`src/rtl/arcs_pkg.sv`:
```
// Package for the atom-type / ring-block similarity block.
// Holds histogram sizes, divider step counts, the sequencer state type and helpers.
// No dependencies.
`default_nettype none

package arcs_pkg;

   // Histogram geometry.
   localparam int ATOM_TYPES        = 12;
   localparam int RING_SIZE_MAX     = 8;
   localparam int DESCRIPTOR_LENGTH = 20;

   // Atom types up to this one, and from the next constant on, are acyclic.
   localparam int ACYCLIC_LOW_LAST  = 4;
   localparam int ACYCLIC_HIGH_FIRST = 9;

   // Ring entries weigh index + 2, block entries index - RING_SIZE_MAX + 4.
   localparam int RING_WEIGHT_OFFSET  = 2;
   localparam int BLOCK_WEIGHT_OFFSET = 4;

   // Accumulator limits.
   localparam logic [12:0] MAX13 = 13'h1fff;
   localparam logic [16:0] MAX17 = 17'h1ffff;

   // Q1.16 one.
   localparam logic [16:0] Q_ONE = 17'h10000;

   // Ceiling of 2^19 / 3. The product with any sum below 2^19, shifted right by 19,
   // gives the exact truncated third.
   localparam logic [17:0] THIRD_RECIP = 18'd174763;

   // Step count of the shared ratio divider.
   localparam logic [4:0]  RATIO_STEPS   = 5'd16;

   // Merge modes of the cyclic sums.
   localparam logic [1:0] MODE_AVERAGE = 2'd0;
   localparam logic [1:0] MODE_MINIMUM = 2'd1;

   typedef enum logic [2:0] {
      S_IDLE,
      S_MERGE,
      S_SETUP,
      S_RATIO,
      S_OUT
   } state_type;

   function automatic logic [12:0] sat_add13(input logic [12:0] acc, input logic [7:0] val);
      logic [13:0] sum;
      sum = 14'(acc) + 14'(val);
      return sum[13] ? MAX13 : sum[12:0];
   endfunction

   function automatic logic [16:0] sat_add17(input logic [16:0] acc, input logic [13:0] val);
      logic [17:0] sum;
      sum = 18'(acc) + 18'(val);
      return sum[17] ? MAX17 : sum[16:0];
   endfunction

endpackage

`default_nettype wire

```
`src/rtl/atom_ring_combined_similarity_top.sv`:
```
// Top level of the atom-type / ring-block similarity block.
// Accumulates histogram pairs and forms the ratio with one shared restoring divider.
// Depends on arcs_pkg.
//
// Usage: histogram entries of molecules A and B enter one pair per item on the req_
// channel. The req_type field selects the atom-type histogram or the ring/block
// histogram, and req_position gives the entry index. An item without req_last is
// absorbed into the running sums, so such items can be sent back to back.
// An item with req_last is absorbed too, and then the block forms the result and
// holds req_stall high until that result has been taken on the rsp_ channel.
// The result follows the last item through the states S_MERGE, S_SETUP and S_RATIO:
// S_MERGE merges the cyclic sums (the truncated average of merge mode 0 comes from a
// multiply by the reciprocal of three), S_SETUP checks the ratio operands, and one
// shared subtract-and-shift divider then does 16 steps for the Q1.16 ratio in S_RATIO;
// a denominator of zero or below, or a ratio of one or more, skips the ratio steps.
// The result waits in its register while rsp_stall is high; the sums are cleared
// when it is taken, and the block accepts items again in the next cycle.
// Reset is synchronous; it clears all sums, returns the merge mode to 0 (average)
// and drops rsp_valid. The merge mode register is written through csr_write_enable
// and csr_write_data; the user must write it only while idle, which is not checked.
`default_nettype none

module atom_ring_combined_similarity_top (
   input  wire logic        clock,
   input  wire logic        reset,
   input  wire logic        csr_write_enable,
   input  wire logic [1:0]  csr_write_data,
   input  wire logic        req_valid,
   output logic             req_stall,
   input  wire logic        req_type,
   input  wire logic [4:0]  req_position,
   input  wire logic [7:0]  req_count_a,
   input  wire logic [7:0]  req_count_b,
   input  wire logic        req_last,
   output logic             rsp_valid,
   input  wire logic        rsp_stall,
   output logic [16:0]      rsp_similarity,
   output logic             rsp_empty_pair
);
   import arcs_pkg::*;

   state_type   state_ff, state_in;
   logic [1:0]  mode_ff, mode_in;

   // Running sums of the current comparison.
   logic [12:0] total_a_ff, total_a_in;
   logic [12:0] total_b_ff, total_b_in;
   logic [12:0] acyclic_ff, acyclic_in;
   logic [12:0] cyclic_ff, cyclic_in;
   logic [16:0] ring_ff, ring_in;
   logic [16:0] block_ff, block_in;

   // Merged cyclic part and the shared divider.
   logic [15:0] cyc_ff, cyc_in;
   logic [13:0] rem_ff, rem_in;
   logic [13:0] divisor_ff, divisor_in;
   logic [15:0] quo_ff, quo_in;
   logic [4:0]  count_ff, count_in;

   // Result register.
   logic [16:0] sim_ff, sim_in;
   logic        empty_ff, empty_in;

   logic        accept;
   logic [7:0]  pair_min;
   logic        atom_hit, ring_block_hit, is_ring, is_acyclic;
   logic [5:0]  weight;
   logic [13:0] weighted;

   logic [12:0] ring_clip;
   logic [17:0] cyc_sum;
   logic [16:0] cyc_min;
   logic [35:0] cyc_prod;
   logic [15:0] cyc_avg;

   logic [14:0] trial;
   logic        fits;
   logic [13:0] rem_next;
   logic [15:0] quo_next;

   logic [16:0] common;
   logic [18:0] denom;
   logic        denom_pos;

   assign accept    = req_valid && !req_stall;
   assign req_stall = (state_ff != S_IDLE);
   assign pair_min  = (req_count_a < req_count_b) ? req_count_a : req_count_b;

   // Entry classification and weight of a ring or block entry.
   always_comb begin
      atom_hit       = !req_type && (32'(req_position) < ATOM_TYPES);
      ring_block_hit = req_type && (req_position != 5'd0)
                       && (32'(req_position) < DESCRIPTOR_LENGTH);
      is_ring        = (32'(req_position) + 1) < RING_SIZE_MAX;
      is_acyclic     = (32'(req_position) <= ACYCLIC_LOW_LAST)
                       || (32'(req_position) >= ACYCLIC_HIGH_FIRST);
      if (is_ring) begin
         weight = 6'(32'(req_position) + RING_WEIGHT_OFFSET);
      end else begin
         weight = 6'(32'(req_position) + BLOCK_WEIGHT_OFFSET - RING_SIZE_MAX);
      end
      weighted = 14'(pair_min) * 14'(weight);
   end

   // Cyclic merge operands: ring common is clipped to the atom cyclic common.
   // The sum of the three stays below 2^18, so the reciprocal product is exact.
   always_comb begin
      ring_clip = (ring_ff < 17'(cyclic_ff)) ? ring_ff[12:0] : cyclic_ff;
      cyc_sum   = 18'(cyclic_ff) + 18'(ring_clip) + 18'(block_ff);
      cyc_min   = (ring_clip < cyclic_ff) ? 17'(ring_clip) : 17'(cyclic_ff);
      if (block_ff < cyc_min) begin
         cyc_min = block_ff;
      end
      cyc_prod  = 36'(cyc_sum) * 36'(THIRD_RECIP);
      cyc_avg   = cyc_prod[34:19];
   end

   // One step of the shared restoring divider; the dividend bits shifted in are zero.
   always_comb begin
      trial    = {rem_ff, 1'b0};
      fits     = trial >= {1'b0, divisor_ff};
      rem_next = fits ? 14'(trial - {1'b0, divisor_ff}) : trial[13:0];
      quo_next = {quo_ff[14:0], fits};
   end

   // Ratio operands.
   always_comb begin
      common    = 17'(acyclic_ff) + 17'(cyc_ff);
      denom     = 19'(total_a_ff) + 19'(total_b_ff) - 19'(common);
      denom_pos = !denom[18] && (denom != 19'd0);
   end

   always_comb begin
      state_in   = state_ff;
      mode_in    = csr_write_enable ? csr_write_data : mode_ff;
      total_a_in = total_a_ff;
      total_b_in = total_b_ff;
      acyclic_in = acyclic_ff;
      cyclic_in  = cyclic_ff;
      ring_in    = ring_ff;
      block_in   = block_ff;
      cyc_in     = cyc_ff;
      rem_in     = rem_ff;
      divisor_in = divisor_ff;
      quo_in     = quo_ff;
      count_in   = count_ff;
      sim_in     = sim_ff;
      empty_in   = empty_ff;

      unique case (state_ff)
         S_IDLE: begin
            if (accept) begin
               if (atom_hit) begin
                  total_a_in = sat_add13(total_a_ff, req_count_a);
                  total_b_in = sat_add13(total_b_ff, req_count_b);
                  if (is_acyclic) begin
                     acyclic_in = sat_add13(acyclic_ff, pair_min);
                  end else begin
                     cyclic_in = sat_add13(cyclic_ff, pair_min);
                  end
               end
               if (ring_block_hit) begin
                  if (is_ring) begin
                     ring_in = sat_add17(ring_ff, weighted);
                  end else begin
                     block_in = sat_add17(block_ff, weighted);
                  end
               end
               if (req_last) begin
                  state_in = S_MERGE;
               end
            end
         end
         S_MERGE: begin
            if (mode_ff == MODE_AVERAGE) begin
               cyc_in = cyc_avg;
            end else if (mode_ff == MODE_MINIMUM) begin
               cyc_in = 16'(cyc_min);
            end else begin
               // Mode 2 and the unused code both drop the cyclic part.
               cyc_in = 16'd0;
            end
            state_in = S_SETUP;
         end
         S_SETUP: begin
            if (!denom_pos) begin
               sim_in   = '0;
               empty_in = 1'b1;
               state_in = S_OUT;
            end else if (19'(common) >= denom) begin
               sim_in   = Q_ONE;
               empty_in = 1'b0;
               state_in = S_OUT;
            end else begin
               // Here common is below the denominator, so both fit 14 bits.
               rem_in     = common[13:0];
               divisor_in = denom[13:0];
               quo_in     = '0;
               count_in   = RATIO_STEPS;
               state_in   = S_RATIO;
            end
         end
         S_RATIO: begin
            rem_in   = rem_next;
            quo_in   = quo_next;
            count_in = count_ff - 5'd1;
            if (count_ff == 5'd1) begin
               sim_in   = {1'b0, quo_next};
               empty_in = 1'b0;
               state_in = S_OUT;
            end
         end
         S_OUT: begin
            if (!rsp_stall) begin
               total_a_in = '0;
               total_b_in = '0;
               acyclic_in = '0;
               cyclic_in  = '0;
               ring_in    = '0;
               block_in   = '0;
               state_in   = S_IDLE;
            end
         end
         default: begin
            state_in = S_IDLE;
         end
      endcase
   end

   always_ff @(posedge clock) begin
      if (reset) begin
         state_ff   <= S_IDLE;
         mode_ff    <= MODE_AVERAGE;
         total_a_ff <= '0;
         total_b_ff <= '0;
         acyclic_ff <= '0;
         cyclic_ff  <= '0;
         ring_ff    <= '0;
         block_ff   <= '0;
         count_ff   <= '0;
      end else begin
         state_ff   <= state_in;
         mode_ff    <= mode_in;
         total_a_ff <= total_a_in;
         total_b_ff <= total_b_in;
         acyclic_ff <= acyclic_in;
         cyclic_ff  <= cyclic_in;
         ring_ff    <= ring_in;
         block_ff   <= block_in;
         count_ff   <= count_in;
      end
   end

   always_ff @(posedge clock) begin
      cyc_ff     <= cyc_in;
      rem_ff     <= rem_in;
      divisor_ff <= divisor_in;
      quo_ff     <= quo_in;
      sim_ff     <= sim_in;
      empty_ff   <= empty_in;
   end

   assign rsp_valid      = (state_ff == S_OUT);
   assign rsp_similarity = sim_ff;
   assign rsp_empty_pair = empty_ff;

   // No new item is taken while a result is pending.
   assert property (@(posedge clock) disable iff (reset) rsp_valid |-> req_stall)
      else $error("item accepted while a result is pending");

   // An empty pair always reports zero similarity.
   assert property (@(posedge clock) disable iff (reset)
      (rsp_valid && rsp_empty_pair) |-> (rsp_similarity == 17'd0))
      else $error("empty pair with nonzero similarity");

   // The ratio never exceeds one.
   assert property (@(posedge clock) disable iff (reset)
      rsp_valid |-> (rsp_similarity <= Q_ONE))
      else $error("similarity above one");

   // During the ratio steps the partial remainder stays below the divisor.
   assert property (@(posedge clock) disable iff (reset)
      (state_ff == S_RATIO) |-> (rem_ff < divisor_ff))
      else $error("divider remainder out of range");

endmodule

`default_nettype wire
```
`config.mk`:
```
export PLATFORM = sky130hd
export DESIGN_NAME = atom_ring_combined_similarity_top
export DESIGN_NICKNAME = d
export VERILOG_FILES = /design/src/rtl/arcs_pkg.sv /design/src/rtl/atom_ring_combined_similarity_top.sv
export SDC_FILE = /design/constraint.sdc
export NUM_CORES = 1
export LEC_CHECK = 0
export BUFFER_PORTS_ARGS = -buffer_cell sky130_fd_sc_hd__buf_2
export CORE_ASPECT_RATIO = 0.8
export CORE_UTILIZATION = 30
export DETAILED_ROUTE_END_ITERATION = 12
export GPL_TIMING_DRIVEN = 0
export PLACE_DENSITY = 0.45
export RECOVER_POWER = 25
export SLEW_MARGIN = 15
export SYNTH_ARGS = -nofsm -noshare
export SYNTH_HDL_FRONTEND = slang
export SYNTH_SLANG_ARGS = --single-unit
```
`constraint.sdc`:
```
create_clock -name clock -period 26.2 [get_ports clock]
set_input_delay 2.62 -clock clock [delete_from_list [all_inputs] [get_ports clock]]
set_output_delay 2.62 -clock clock [all_outputs]
set_load 0.02 [all_outputs]
```
# Yosys cells after proc, flatten, opt, wreduce, memory -nomap -nowiden
# Cells that the tools add are included.
dict set report word_totals {
  regBits 173
  inputBits 30
  output_inout_bits 20
  word_cells 152
}
dict set report op_classes {
  n_addsub 17
  mul 2
  order_cmp 11
  eq_ne 19
  n_mux 62
  bitwise_logic 1
  reduce_logical 25
}
# operator n
set ops {}
lappend ops {{$mux 13} 17}
lappend ops {{$mux 17} 12}
lappend ops {{$pmux 13 s2} 4}
lappend ops {{$pmux 17 s2} 3}
lappend ops {{$add 13x8->14} 4}
lappend ops {{$mux 16} 3}
lappend ops {{$mux 14} 3}
lappend ops {{$add 17x14->18} 2}
lappend ops {{$mul 18x18->35 const B} 1}
lappend ops {{$lt 17x13->1} 2}
lappend ops {{$mux 15} 2}
lappend ops {{$pmux 15 s2} 1}
lappend ops {{$add 13x13->14} 2}
lappend ops {{$pmux 14 s2} 1}
lappend ops {{$ne 2x2->1 const B} 12}
lappend ops {{$reduce_and 5->1} 4}
lappend ops {{$ge 17x19->1} 1}
lappend ops {{$reduce_bool 19->1} 1}
lappend ops {{$add 14x17->18} 1}
lappend ops {{$mux 3} 6}
lappend ops {{$sub 14x17->18} 1}
lappend ops {{$add 13x16->17} 1}
lappend ops {{$ge 15x14->1} 1}
lappend ops {{$pmux 3 s5} 1}
lappend ops {{other kinds (37)} 51}

# Depth between registers and ports, before layout
# Gate-level depths: netlist (run 1).
dict set report logic_depth {
  word_depth 10
  mapped_depth 39
  depth_no_buf 39
}

# Worst setup path before layout (run 1)
# OpenSTA, ideal clock, no wires.
dict set report synth_timing {
  kind {in2reg}
  start {input port req_count_b[1]}
  end {register ring_ff[10]}
  setup_time_ns 0.074
  t_arrival_ns 9.256
  t_required_ns 26.126
  setup_slack_ns 16.869
  cell_stages 31
  path_buffers 1
  cell_sequence {inv_1 > ha_1 > a21o_1 > a21o_1 > a21o_1 > a21o_1 > a21oi_1 > o21ai_1 > mux2i_1 > nand2_1 > fa_1 > fa_1 > fa_1 > inv_1 > ha_1 > nor2b_1 > o21ai_0 > a21boi_0 > o21ai_0 > nand2b_1 > a21oi_1 > nor2_1 > o2111a_1 > a211oi_1 > ha_1 > nand2_1 > o31ai_1 > nor2b_1 > clkbuf_1 > nor2_1 > o21ai_0}
}
dict set report synth_via {
  elab_chain_cells 9
}
# item line_no
set synth_rtl {}
lappend synth_rtl {{from (decl)} atom_ring_combined_similarity_top.sv:33} ;# input wire logic [7:0] req_count_b,
lappend synth_rtl {{$lt 8x8->1} atom_ring_combined_similarity_top.sv:87} ;# assign pair_min = (req_count_a < req_count_b) ? req_count_a : req_count_b;
lappend synth_rtl {{$mux 8 *} atom_ring_combined_similarity_top.sv:87}
lappend synth_rtl {{$mul 8x6->14 *} atom_ring_combined_similarity_top.sv:102} ;# weighted = 14'(pair_min) * 14'(weight);
lappend synth_rtl {{$add 17x14->18 *} arcs_pkg.sv:55} ;# sum = 18'(acc) + 18'(val);
lappend synth_rtl {{$mux 17 *} arcs_pkg.sv:56} ;# return sum[17] ? MAX17 : sum[16:0];
lappend synth_rtl {{$mux 17 *} atom_ring_combined_similarity_top.sv:163} ;# if (is_ring) begin
lappend synth_rtl {{$mux 17 *} atom_ring_combined_similarity_top.sv:162} ;# if (ring_block_hit) begin
lappend synth_rtl {{$mux 17 *} atom_ring_combined_similarity_top.sv:152} ;# if (accept) begin
lappend synth_rtl {{$pmux 17 s2 *} atom_ring_combined_similarity_top.sv:150} ;# unique case (state_ff)
lappend synth_rtl {{to (signal assigned)} atom_ring_combined_similarity_top.sv:248} ;# ring_ff <= ring_in;
lappend synth_rtl {{to (decl)} atom_ring_combined_similarity_top.sv:50} ;# logic [16:0] ring_ff, ring_in;
# Every way passes the cells marked *; elsewhere a longest branch is shown, timed or not. The select of a mux whose other input is x is not followed.
# A chain may end at the register's enable or synchronous reset.

# Worst setup path after layout (run 1)
dict set report layout_timing {
  start {register cyclic_ff[12]}
  end {register cyc_ff[7] (data pin)}
}
dict set report layout_via {
  elab_chain_cells 8
  elab_cells_between_ends 11
  cone_classes {add/sub (2); mul (1); order compare (3); mux (5)}
}
# item line_no
set layout_rtl {}
lappend layout_rtl {{from (decl)} atom_ring_combined_similarity_top.sv:49} ;# logic [12:0] cyclic_ff, cyclic_in;
lappend layout_rtl {{from (signal assigned)} atom_ring_combined_similarity_top.sv:247} ;# cyclic_ff <= cyclic_in;
lappend layout_rtl {{branches (longest 7 deep; another with $mul 18x18->35)} -}
lappend layout_rtl {{$mux 16 *} atom_ring_combined_similarity_top.sv:175} ;# if (mode_ff == MODE_AVERAGE) begin
lappend layout_rtl {{to (signal assigned)} atom_ring_combined_similarity_top.sv:255} ;# cyc_ff <= cyc_in;
lappend layout_rtl {{to (decl)} atom_ring_combined_similarity_top.sv:54} ;# logic [15:0] cyc_ff, cyc_in;
# Mark *: on every way between the ends.

==> insert_results.sql, run 1 <==
INSERT INTO impl_metrics (metric_group, metric, value, unit) VALUES
('status', 'outcome', 'finished, final reports clean', ''),
('sta', 'timing.slew.headroom', '0.249', ''),
('flow_run', 'timing.max_cap.violations', '0', ''),
('sta', 'timing.final.max_slew_violations', '0', ''),
('clock_tree', 'postCtsSetupBuffers', '0', ''),
('clock_tree', 'ctsRootBufferMaster', 'sky130_fd_sc_hd__clkbuf_16', ''),
('global_routing', 'grt_overflow_total', '0', ''),
('clock_tree', 'cts_max_path_buffers', '2', ''),
('setup_path', 'setup.worst_path.class', 'reg2reg', ''),
('clock_tree', 'number_of_buffers_inserted_during_clock_tree_synthesis', '17', ''),
('layout', 'num_antenna_cells', '0', ''),
('sta', 'finalCriticalPeriod', '11.48', 'ns'),
('synth', 'syn-cell-area', '0.0218', 'mm^2'),
('detailed_routing', 'via_per_inst', '5.05', ''),
('die', 'design.die.area', '0.0739', 'mm^2'),
('synth', 'seq_area_frac_synth', '0.194', ''),
('sta', 'setup-violations-final', '0', ''),
('sta', 'post-route-period-util', '0.438', ''),
('sta', 'hold_viol_final', '0', ''),
('global_routing', 'antenna_violations_before_repair', '0', ''),
('worst_hold_path', 'min_delay_path_depth', '2', ''),
('synth', 'postSynth.topFlopCell', 'sky130_fd_sc_hd__dfxtp_1', ''),
('clock_tree', 'ctsResizeCount', '0', ''),
('layout', 'area.growth.synth_to_final', '9.45', '%'),
('setup_path', 'worstSetupEndpointType', 'register', ''),
('synth', 'synth_async_sr_flop_share', '0', ''),
('die', 'row_count', '88', ''),
('pwr', 'power_density_cells', '65.4', 'mW/mm^2'),
('setup_path', 'r2r_end', 'cyc_ff[7]', ''),
('sta', 'setup_total_negative_slack', '0', 'ns'),
('die', 'starting_density', '0.303', ''),
('die', 'floorplan.die.height', '243', 'um'),
('clock_tree', 'clock_sinks', '173', ''),
('sta', 'fin_skew', '0.0161', 'ns'),
('worst_hold_path', 'worst_hold_path_type', 'reg2reg', ''),
('synth', 'synthDistinctLibCells', '89', ''),
('worst_hold_path', 'worst_hold_startpoint', 'ring_ff[13]', ''),
('layout', 'final_common_cell', 'sky130_fd_sc_hd__inv_1', ''),
('placed_design', 'place.port_buffers', '48', ''),
('sta', 'grt_setup_unrepaired', 'false', ''),
('synth', 'synth_enable_flop_cells', '77', ''),
('setup_path', 'worstPathMaxFanout', '10', ''),
('synth', 'netlist_instances', '2475', ''),
('setup_path', 'crit_path_start_kind', 'register', ''),
('detailed_routing', 'drt-total-wl', '62100', 'um'),
('synth', 'avgSynthCellArea', '8.82', 'um^2'),
('synth', 'mappedNetlistNets', '3021', ''),
('clock_tree', 'clock_latency', '0.47', 'ns'),
('global_routing', 'grt_pass1_vias', '17800', ''),
('setup_path', 'critical_path_arrival', '11.75', 'ns'),
('setup_path', 'cp_common_cell', 'sky130_fd_sc_hd__fa_1', ''),
('clock_tree', 'tritoncts', 'done', ''),
('sta', 'worst_slew_pin_slew', '1.12', 'ns'),
('setup_path', 'cp.buffers_inverters', '6', ''),
('die', 'core-area', '0.0720', 'mm^2'),
('detailed_routing', 'final_antenna_net_count', '0', ''),
('setup_path', 'crit_family', 'adder cells', ''),
('setup_path', 'r2r_start', 'cyclic_ff[12]', ''),
('sta', 'max_clock_freq', '87.1', 'MHz'),
('layout', 'post_layout_nonfiller_instances', '3502', ''),
('placed_design', 'place.gp.congestion', '0.903', ''),
('global_routing', 'grt_start_max_net_pins', '30', ''),
('die', 'num_io_pins', '50', ''),
('setup_path', 'delay_contributed_by_the_slowest_stage_of_the_critical_path', '0.82', 'ns'),
('global_routing', 'global_route.usage.total', '0.171', ''),
('clock_tree', 'ctsHoldBuffers', '0', ''),
('setup_path', 'cpMaxStageDelayCell', 'sky130_fd_sc_hd__xnor2_1', ''),
('die', 'die-width', '304', 'um'),
('layout', 'finish.net_count', '3090', ''),
('layout', 'final_cell_mix', '412 x sky130_fd_sc_hd__inv_1, 351 x sky130_fd_sc_hd__ha_1, 171 x sky130_fd_sc_hd__nand2_1', ''),
('synth', 'synth_seq_cells', '173', '');
[per-stage QoR]
step	worst slack (ns)	cell area, um^2	hold WS [ns]	utilization
floorplan	16.87	21800	0.454	-
global placement	14.66	23300	0.496	0.323
detailed placement	14.80	23300	0.487	0.324
CTS	14.74	23900	0.501	0.332
global route	14.11	23900	0.538	0.332
finish	14.72	23900	0.501	0.332
[cells in the mapped netlist (all sizes together) (7+ instances only)]
| library cell | number | area, um^2 |
|---|---|---|
| ha | 351 | 4390 |
| xnor2 | 87 | 762 |
| or3 | 13 | 86.3 |
| a31oi | 24 | 156 |
| a21boi | 9 | 67.6 |
| o211ai | 12 | 90.1 |
| a21oi | 149 | 746 |
| nand3 | 30 | 150 |
| a211oi | 33 | 258 |
| a221o | 15 | 150 |
| nand4 | 22 | 138 |
| edfxtp | 77 | 2310 |
| nand2 | 171 | 642 |
| or2 | 18 | 113 |
| nor3 | 64 | 325 |
| nor2 | 144 | 548 |
| o21ai | 128 | 644 |
| fa | 165 | 3300 |
| a22oi | 9 | 67.6 |
| nor4 | 11 | 98.8 |
| mux2 | 21 | 236 |
| nand2b | 23 | 144 |
| nor2b | 29 | 181 |
| o31ai | 14 | 110 |
| o21bai | 22 | 165 |
| dfxtp | 96 | 1920 |
| and3 | 33 | 206 |
| xor2 | 33 | 289 |
| a311oi | 8 | 70.1 |
| clkbuf | 39 | 146 |
| o21a | 24 | 180 |
| a21o | 45 | 338 |
| nor3b | 10 | 75.1 |
| mux2i | 13 | 130 |
| a31o | 7 | 61.3 |
| inv | 412 | 1550 |
| and2 | 27 | 169 |
[kinds of logic after synthesis]
kind of cell / after synthesis / synth area share
adder cells (fa/ha/maj): 516 / 0.352
XOR/XNOR: 120 / 0.0481
flip-flops: 173 / 0.194
buffers and inverters: 457 / 0.0789
multiplexers: 34 / 0.0168
AO/OA/AOI/OAI: 557 / 0.169
AND/OR/NAND/NOR: 618 / 0.141
[report_power, final]
part / leakage [nW] / switching, mW / total (mW) / internal (mW)
Combinational: 9.78 / 0.581 / 0.966 / 0.385
Clock: 0.302 / 0.149 / 0.282 / 0.133
Sequential: 1.48 / 0.0176 / 0.314 / 0.296
[registers in the layout, indices dropped and copies added, names as in the netlist, 14 cells and up]
register,cells
cyc_ff,16
block_ff,17
quo_ff,15
rem_ff,14
ring_ff,17
rsp_similarity,17
divisor_ff,14
[worst max path at each step]
| stage | startpoint | to | slack (ns) | depth (start not counted) |
|---|---|---|---|---|
| 2_1_floorplan | req_count_b[1] | ring_ff[10] | 16.87 | 31 |
| 3_3_place_gp | req_count_b[1] | ring_ff[11] | 14.66 | 32 |
| 3_5_place_dp | cyclic_ff[8] | cyc_ff[7] | 14.80 | 38 |
| 4_1_cts | cyclic_ff[12] | cyc_ff[7] | 14.74 | 37 |
| 5_1_grt | cyclic_ff[12] | cyc_ff[7] | 14.11 | 37 |
| 6_report | cyclic_ff[12] | cyc_ff[7] | 14.72 | 37 |
[worst min-delay path: cells and delay by family, from the launching register on]
family,cells,cell delay (ns)
DFF,1,0.34
AOI/OAI and AO/OA,1,0.07
and+or+nand+nor,1,0.05
[final cells by class]
cell class	instances	area [um^2]
Fill cell	7581	48100
Multi-Input combinational cell	1845	15900
Sequential cell	173	4230
Inverter	412	1550
Tap cell	945	1180
Clock buffer	17	425
Timing Repair Buffer	50	240
Clock inverter	15	199
Buffer	45	176
[layer usage]
| metal | vias to the layer above | wire [um] | global-route usage |
|---|---|---|---|
| met5 | - | 0 | 0 |
| met4 | 0 | 471 | 0.0245 |
| met3 | 28 | 1680 | 0.0170 |
| met2 | 250 | 27300 | 0.269 |
| met1 | 8685 | 32600 | 0.255 |
| li1 | 8735 | - | - |
No activity file was read; power rests on OpenSTA's default activity.
==> run 2, diff against run 1 <==
PLACE_DENSITY = 0.47   (was 0.45)
clock period = 9.95 ns   (was 26.2 ns; I/O delays follow)
==> run 2 against run 1 <==
Critical path type unchanged. Count of clock-buffer cells in the layout unchanged. Final cell count is 0.51% higher. Design area rose by 2.2%.
==> insert_results.sql, run 2 (synthesis results as in run 1) <==
INSERT INTO impl_metrics (metric_group, metric, value, unit) VALUES
('sta', 'hold_slack_final', '0.497', 'ns'),
('die', 'die-width', '304', 'um'),
('global_routing', 'global_route.usage.total', '0.169', ''),
('setup_path', 'worstPathMaxFanout', '7', ''),
('pwr', 'power.clock.fraction', '0.176', ''),
('layout', 'post-route-util', '0.339', ''),
('placed_design', 'place.gp.congestion', '0.905', ''),
('pwr', 'power.switching', '1.99', 'mW'),
('clock_tree', 'path_clk_slew', '0.08', 'ns'),
('layout', 'post_layout_nonfiller_instances', '3520', ''),
('setup_path', 'setup.worst_path.class', 'reg2reg', ''),
('die', 'design.die.area', '0.0739', 'mm^2'),
('sta', 'max_clock_freq', '104', 'MHz'),
('sta', 'finalCriticalPeriod', '9.60', 'ns'),
('layout', 'largestRegisters', 'block_ff (17), ring_ff (17), rsp_similarity (17)', ''),
('sta', 'post-route-period-util', '0.965', ''),
('detailed_routing', 'drt-total-wl', '61100', 'um'),
('layout', 'layout_cell_share_with_drive_strength_beyond_1', '0.0835', ''),
('setup_path', 'worstSetupEndpointType', 'register', ''),
('pwr', 'post-layout-total-power', '4.18', 'mW'),
('setup_path', 'worst-endpoint-required', '10.23', 'ns'),
('setup_path', 'cpMaxStageDelayCell', 'sky130_fd_sc_hd__fa_1', ''),
('layout', 'final_cell_mix', '410 x sky130_fd_sc_hd__inv_1, 347 x sky130_fd_sc_hd__ha_1, 170 x sky130_fd_sc_hd__nand2_1', ''),
('detailed_routing', 'drt_iter0_markers', '1005', ''),
('die', 'floorplan.die.height', '243', 'um'),
('clock_tree', 'tritoncts', 'done', ''),
('setup_path', 'crit_path_start_kind', 'register', ''),
('detailed_routing', 'drc', '0', ''),
('clock_tree', 'htree_num_levels', '4', ''),
('layout', 'num-fill-cells', '7488', ''),
('sta', 'timing.slew.headroom', '0.226', ''),
('layout', 'num_antenna_cells', '0', ''),
('global_routing', 'grt_start_max_net_pins', '30', ''),
('sta', 'hold_viol_final', '0', ''),
('status', 'outcome', 'finished, final reports clean', ''),
('worst_hold_path', 'hold-path-endpoint', 'cyclic_ff[7]', ''),
('pwr', 'sw_frac_of_total', '0.476', ''),
('pwr', 'leakage', '11.8', 'nW'),
('setup_path', 'critical_path_arrival', '9.88', 'ns'),
('flow_run', 'timing.max_cap.violations', '0', ''),
('die', 'core-area', '0.0720', 'mm^2'),
('global_routing', 'grt_overflow_total', '0', ''),
('clock_tree', 'ctsHoldBuffers', '0', ''),
('sta', 'timing.final.max_slew_violations', '0', ''),
('layout', 'area.growth.synth_to_final', '11.9', '%'),
('clock_tree', 'ctsRootBufferMaster', 'sky130_fd_sc_hd__clkbuf_16', ''),
('sta', 'setup-violations-final', '0', ''),
('placed_design', 'place.port_buffers', '48', ''),
('pwr', 'ir_drop', '0.154', 'mV'),
('worst_hold_path', 'worst_hold_startpoint', 'cyclic_ff[7]', ''),
('global_routing', 'grt_first_pass_wirelength', '98800', 'um'),
('pwr', 'combinationalPowerShare', '0.627', ''),
('detailed_routing', 'avgRoutedWirePerCell', '17.4', 'um'),
('detailed_routing', 'via_per_inst', '5.00', ''),
('detailed_routing', 'drtPass1Iterations', '5', ''),
('die', 'num_io_pins', '50', ''),
('worst_hold_path', 'min_delay_path_depth', '2', ''),
('detailed_routing', 'final_antenna_net_count', '0', ''),
('layout', 'final_common_cell', 'sky130_fd_sc_hd__inv_1', ''),
('setup_path', 'r2r_end', 'cyc_ff[7]', ''),
('clock_tree', 'number_of_buffers_inserted_during_clock_tree_synthesis', '17', ''),
('placed_design', 'place_hpwl', '51000', 'um'),
('die', 'starting_density', '0.303', ''),
('placed_design', 'place.detailed.instances', '3470', ''),
('pwr', 'seq_power_share', '0.197', ''),
('clock_tree', 'cts_max_path_buffers', '2', ''),
('pwr', 'power_density_cells', '171', 'mW/mm^2'),
('sta', 'worst_slew_pin_slew', '1.13', 'ns'),
('sta', 'grt_setup_unrepaired', 'true', ''),
('sta', 'fin_skew', '0.0157', 'ns'),
('setup_path', 'r2r_start', 'cyclic_ff[6]', ''),
('clock_tree', 'clock_latency', '0.47', 'ns'),
('clock_tree', 'clock_sinks', '173', ''),
('pwr', 'cellInternalPower', '2.19', 'mW'),
('layout', 'finish.net_count', '3108', ''),
('worst_hold_path', 'worst_hold_path_type', 'reg2reg', ''),
('global_routing', 'antenna_violations_before_repair', '0', ''),
('global_routing', 'grt_pass1_vias', '17800', ''),
('setup_path', 'delay_contributed_by_the_slowest_stage_of_the_critical_path', '0.55', 'ns'),
('sta', 'setup_total_negative_slack', '0', 'ns'),
('setup_path', 'r2r_setup_slack', '0.35', 'ns'),
('die', 'row_count', '88', ''),
('setup_path', 'r2r.worst_path.cells', '39', ''),
('detailed_routing', 'detailroute.via_count', '17600', '');
[run 2: cell types whose count changed in the layout (fill, tap and decap cells not counted), moves of 4 or more]
cell and delta:
sky130_fd_sc_hd__a21oi_2 +7, sky130_fd_sc_hd__buf_4 +17, sky130_fd_sc_hd__xnor2_1 -6, sky130_fd_sc_hd__o21ai_0 -4
sky130_fd_sc_hd__buf_2 -7, sky130_fd_sc_hd__dfxtp_4 +7, sky130_fd_sc_hd__a211oi_1 -4, sky130_fd_sc_hd__a21oi_1 -9
sky130_fd_sc_hd__dfxtp_1 -11, sky130_fd_sc_hd__clkbuf_1 +7, sky130_fd_sc_hd__xnor2_2 +4, sky130_fd_sc_hd__dfxtp_2 +4
sky130_fd_sc_hd__xor2_1 -4, sky130_fd_sc_hd__ha_1 -4
[run 2: layer usage]
layer,track usage,vias up,routed length (um)
met5,0,-,0
met4,0.0219,0,422
met3,0.0189,26,1870
met2,0.269,237,27100
met1,0.248,8559,31700
li1,-,8761,-
[run 2: area by class of cell]
cell class	instances	area (um^2)	area share
buffer	45	183	0.00748
inverter	412	1550	0.0633
clock inverter	15	204	0.00835
clock buffer	17	425	0.0174
tap	945	1180	0.0484
multi-input combinational	1845	16300	0.665
timing repair buffer	68	372	0.0152
sequential	173	4270	0.175
[run 2: stage by stage]
| step | area (um^2) | worst slack, ns |
|---|---|---|
| after floorplan | 21800 | 0.673 |
| after global routing | 24400 | -0.0352 |
| final | 24400 | 0.352 |
| after CTS | 24200 | 0.0103 |
| after detailed placement | 23300 | -1.57 |
| after global placement | 23300 | -1.43 |
[run 2: critical path: cells and delay by family (launching register included)]
family | cells | cell delay (ns)
multiplexers | 1 | 0.39
XOR/XNOR | 2 | 0.21
adder cells (fa/ha/maj) | 11 | 4.29
flip-flops | 1 | 0.40
AO/OA/AOI/OAI | 14 | 2.88
buffers and inverters | 7 | 0.62
AND/OR/NAND/NOR | 4 | 0.62
[run 2: how the worst max path moves through the flow]
stage | startpoint | end | slack [ns]
5_1_grt | cyclic_ff[6] | cyc_ff[11] | -0.04
3_5_place_dp | cyclic_ff[8] | cyc_ff[7] | -1.57
4_1_cts | cyclic_ff[10] | cyc_ff[11] | 0.01
2_1_floorplan | cyclic_ff[8] | cyc_ff[7] | 0.67
3_3_place_gp | cyclic_ff[8] | cyc_ff[7] | -1.43
6_report | cyclic_ff[6] | cyc_ff[7] | 0.35
[run 2: repair_timing]
item / CTS / global route
cloned: 0 / 0
endpoints found under the hold margin: 0 / 0
gates resized for setup: 46 / 45
buffers inserted: 8 / 10
endpoints found under the setup margin: 16 / 16
pin swaps: 5 / 16
[run 2: power by group through the flow]
stage                     sequential [mW]  clock (mW)  combinational (mW)
after floorplan                     0.819           0                1.92
after global placement              0.842           0                2.52
after detailed placement            0.842           0                2.53
after CTS                           0.825       0.750                2.61
after global routing                0.829       0.778                3.02
final                               0.825       0.735                2.62
==> run 3, diff against run 2 <==
CORE_UTILIZATION = 45   (was 30)
PLACE_DENSITY = unset   (was 0.47)
==> run 3 against run 2 <==
Die area fell by 33%. Sequential power barely moved. Utilization grew 17 points. Clock power down 2%. Global-route usage rose by 7.4 points. Combinational power hardly changed. Critical path type unchanged. Highest routed layer unchanged.
==> insert_results.sql, run 3 (synthesis results as in run 1) <==
INSERT INTO impl_metrics (metric_group, metric, value, unit) VALUES
('layout', 'final_instance_area', '0.0240', 'mm^2'),
('clock_tree', 'clock_sinks', '173', ''),
('setup_path', 'worst-endpoint-required', '10.22', 'ns'),
('placed_design', 'place.port_buffers', '48', ''),
('clock_tree', 'tritoncts', 'done', ''),
('global_routing', 'grt_first_pass_wirelength', '93300', 'um'),
('global_routing', 'grt_pass1_vias', '17500', ''),
('clock_tree', 'htree_num_levels', '4', ''),
('sta', 'setup-violations-final', '0', ''),
('pwr', 'ir_drop', '0.187', 'mV'),
('sta', 'timing.slew.headroom', '0.263', ''),
('die', 'design.die.area', '0.0494', 'mm^2'),
('detailed_routing', 'via_per_inst', '5.64', ''),
('status', 'outcome', 'finished, final reports clean', ''),
('detailed_routing', 'drtPass1Iterations', '5', ''),
('setup_path', 'worstPathMaxFanout', '5', ''),
('clock_tree', 'path_clk_slew', '0.08', 'ns'),
('clock_tree', 'ctsRootBufferMaster', 'sky130_fd_sc_hd__clkbuf_16', ''),
('detailed_routing', 'drt-total-wl', '58100', 'um'),
('die', 'floorplan.die.height', '199', 'um'),
('sta', 'worst_slew_pin_slew', '1.10', 'ns'),
('global_routing', 'global_route.usage.total', '0.243', ''),
('flow_run', 'timing.max_cap.violations', '0', ''),
('detailed_routing', 'final_antenna_net_count', '0', ''),
('setup_path', 'setup.worst_path.class', 'reg2reg', ''),
('detailed_routing', 'drc', '0', ''),
('setup_path', 'crit_family', 'adder cells', ''),
('layout', 'layout_cell_share_with_drive_strength_beyond_1', '0.0828', ''),
('clock_tree', 'clock_latency', '0.46', 'ns'),
('die', 'starting_density', '0.460', ''),
('die', 'core-area', '0.0474', 'mm^2'),
('clock_tree', 'cts_max_path_buffers', '2', ''),
('layout', 'final_cell_mix', '410 x sky130_fd_sc_hd__inv_1, 345 x sky130_fd_sc_hd__ha_1, 170 x sky130_fd_sc_hd__nand2_1', ''),
('setup_path', 'worstSetupEndpointType', 'register', ''),
('layout', 'num_antenna_cells', '0', ''),
('setup_path', 'delay_contributed_by_the_slowest_stage_of_the_critical_path', '0.55', 'ns'),
('pwr', 'power_density_cells', '173', 'mW/mm^2'),
('sta', 'fin_skew', '0.0150', 'ns'),
('setup_path', 'cpMaxStageDelayCell', 'sky130_fd_sc_hd__fa_1', ''),
('layout', 'num-fill-cells', '4496', ''),
('sta', 'setup_total_negative_slack', '0', 'ns'),
('placed_design', 'place_hpwl', '48100', 'um'),
('placed_design', 'post_placement_worst_setup_slack', '-1.23', 'ns'),
('layout', 'area.growth.synth_to_final', '10.1', '%'),
('pwr', 'leakage', '11.8', 'nW'),
('global_routing', 'antenna_violations_before_repair', '0', ''),
('setup_path', 'cp.buffers_inverters', '6', ''),
('die', 'die-width', '248', 'um'),
('sta', 'max_clock_freq', '104', 'MHz'),
('die', 'row_count', '71', ''),
('global_routing', 'grt_start_max_net_pins', '30', ''),
('sta', 'hold_viol_final', '0', ''),
('layout', 'final_common_cell', 'sky130_fd_sc_hd__inv_1', ''),
('sta', 'finalCriticalPeriod', '9.59', 'ns'),
('clock_tree', 'number_of_buffers_inserted_during_clock_tree_synthesis', '17', ''),
('detailed_routing', 'drt_iter0_markers', '1141', ''),
('layout', 'finish.net_count', '3105', ''),
('global_routing', 'grt_overflow_total', '0', ''),
('detailed_routing', 'avgRoutedWirePerCell', '18.2', 'um'),
('placed_design', 'detailed_place.area', '0.0229', 'mm^2'),
('detailed_routing', 'detailroute.via_count', '18000', ''),
('layout', 'largestRegisters', 'block_ff (17), ring_ff (17), rsp_similarity (17)', ''),
('sta', 'layout_setup_ws', '0.356', 'ns'),
('worst_hold_path', 'worst_hold_path_type', 'reg2reg', ''),
('sta', 'timing.final.max_slew_violations', '0', ''),
('placed_design', 'place.gp.congestion', '0.967', ''),
('die', 'num_io_pins', '50', ''),
('sta', 'hold_slack_final', '0.495', 'ns'),
('setup_path', 'critical_path_arrival', '9.86', 'ns'),
('setup_path', 'crit_path_start_kind', 'register', ''),
('sta', 'post-route-period-util', '0.964', '');
run 3: changes by cell type in the layout (fill, tap and decap cells not counted), moves of 2 or more:
cell                      change
sky130_fd_sc_hd__buf_4        -2
sky130_fd_sc_hd__dfxtp_1      +2
sky130_fd_sc_hd__dfxtp_4      -3
sky130_fd_sc_hd__ha_1         -2
sky130_fd_sc_hd__ha_4         +3
sky130_fd_sc_hd__o21ai_1      -2
run 3: area by class of cell:
| type | instances | area, um^2 | share of cell area |
|---|---|---|---|
| well taps | 620 | 776 | 0.0323 |
| clock inverters | 15 | 206 | 0.00858 |
| inverters | 412 | 1550 | 0.0643 |
| flip-flops and latches | 173 | 4260 | 0.177 |
| repair buffers | 66 | 359 | 0.0149 |
| plain buffers | 44 | 179 | 0.00744 |
| multi-input cells | 1845 | 16300 | 0.678 |
| clock buffers | 17 | 425 | 0.0177 |
run 3: repair_timing:
item | in CTS | in global routing
hold buffers | 0 | 0
pin swaps | 6 | 16
setup buffers | 6 | 10
setup endpoints to repair | 16 | 16
gates resized for setup | 38 | 52
run 3: routing by layer:
| metal | vias to the layer above | track usage | routed length [um] |
|---|---|---|---|
| met5 | - | 0 | 0 |
| met4 | 0 | 0.0483 | 761 |
| met3 | 57 | 0.0405 | 3550 |
| met2 | 474 | 0.368 | 25100 |
| met1 | 8718 | 0.360 | 28700 |
| li1 | 8754 | - | - |
run 3: metrics by stage:
stage	power, mW	instances	utilization
floorplan	2.74	2475	-
global placement	3.30	3143	0.482
detailed placement	3.35	3145	0.483
CTS	4.13	3183	0.500
global route	4.56	3192	0.507
finish	4.15	3192	0.507
run 3: tightest hold or removal path: cells and delay by family, from the launching register on:
family / cells / cell delay (ns)
AND/OR/NAND/NOR: 1 / 0.05
flip-flops: 1 / 0.33
AO/OA/AOI/OAI: 1 / 0.07
run 3: power by group:
part	leakage (nW)	internal, mW	switching [mW]	total, mW
Combinational	9.97	1.05	1.55	2.61
Sequential	1.49	0.779	0.0451	0.824
Clock	0.303	0.348	0.372	0.720
run 3: worst paths after layout:
kind | startpoint | end | slack, ns | cells after the start
worst max-delay path | cyclic_ff[7] | cyc_ff[7] | 0.36 | 37
worst min-delay path | ring_ff[13] | ring_ff[13] | 0.49 | 2
worst max register to register | cyclic_ff[7] | cyc_ff[7] | 0.36 | 37
worst min register to register | ring_ff[13] | ring_ff[13] | 0.49 | 2
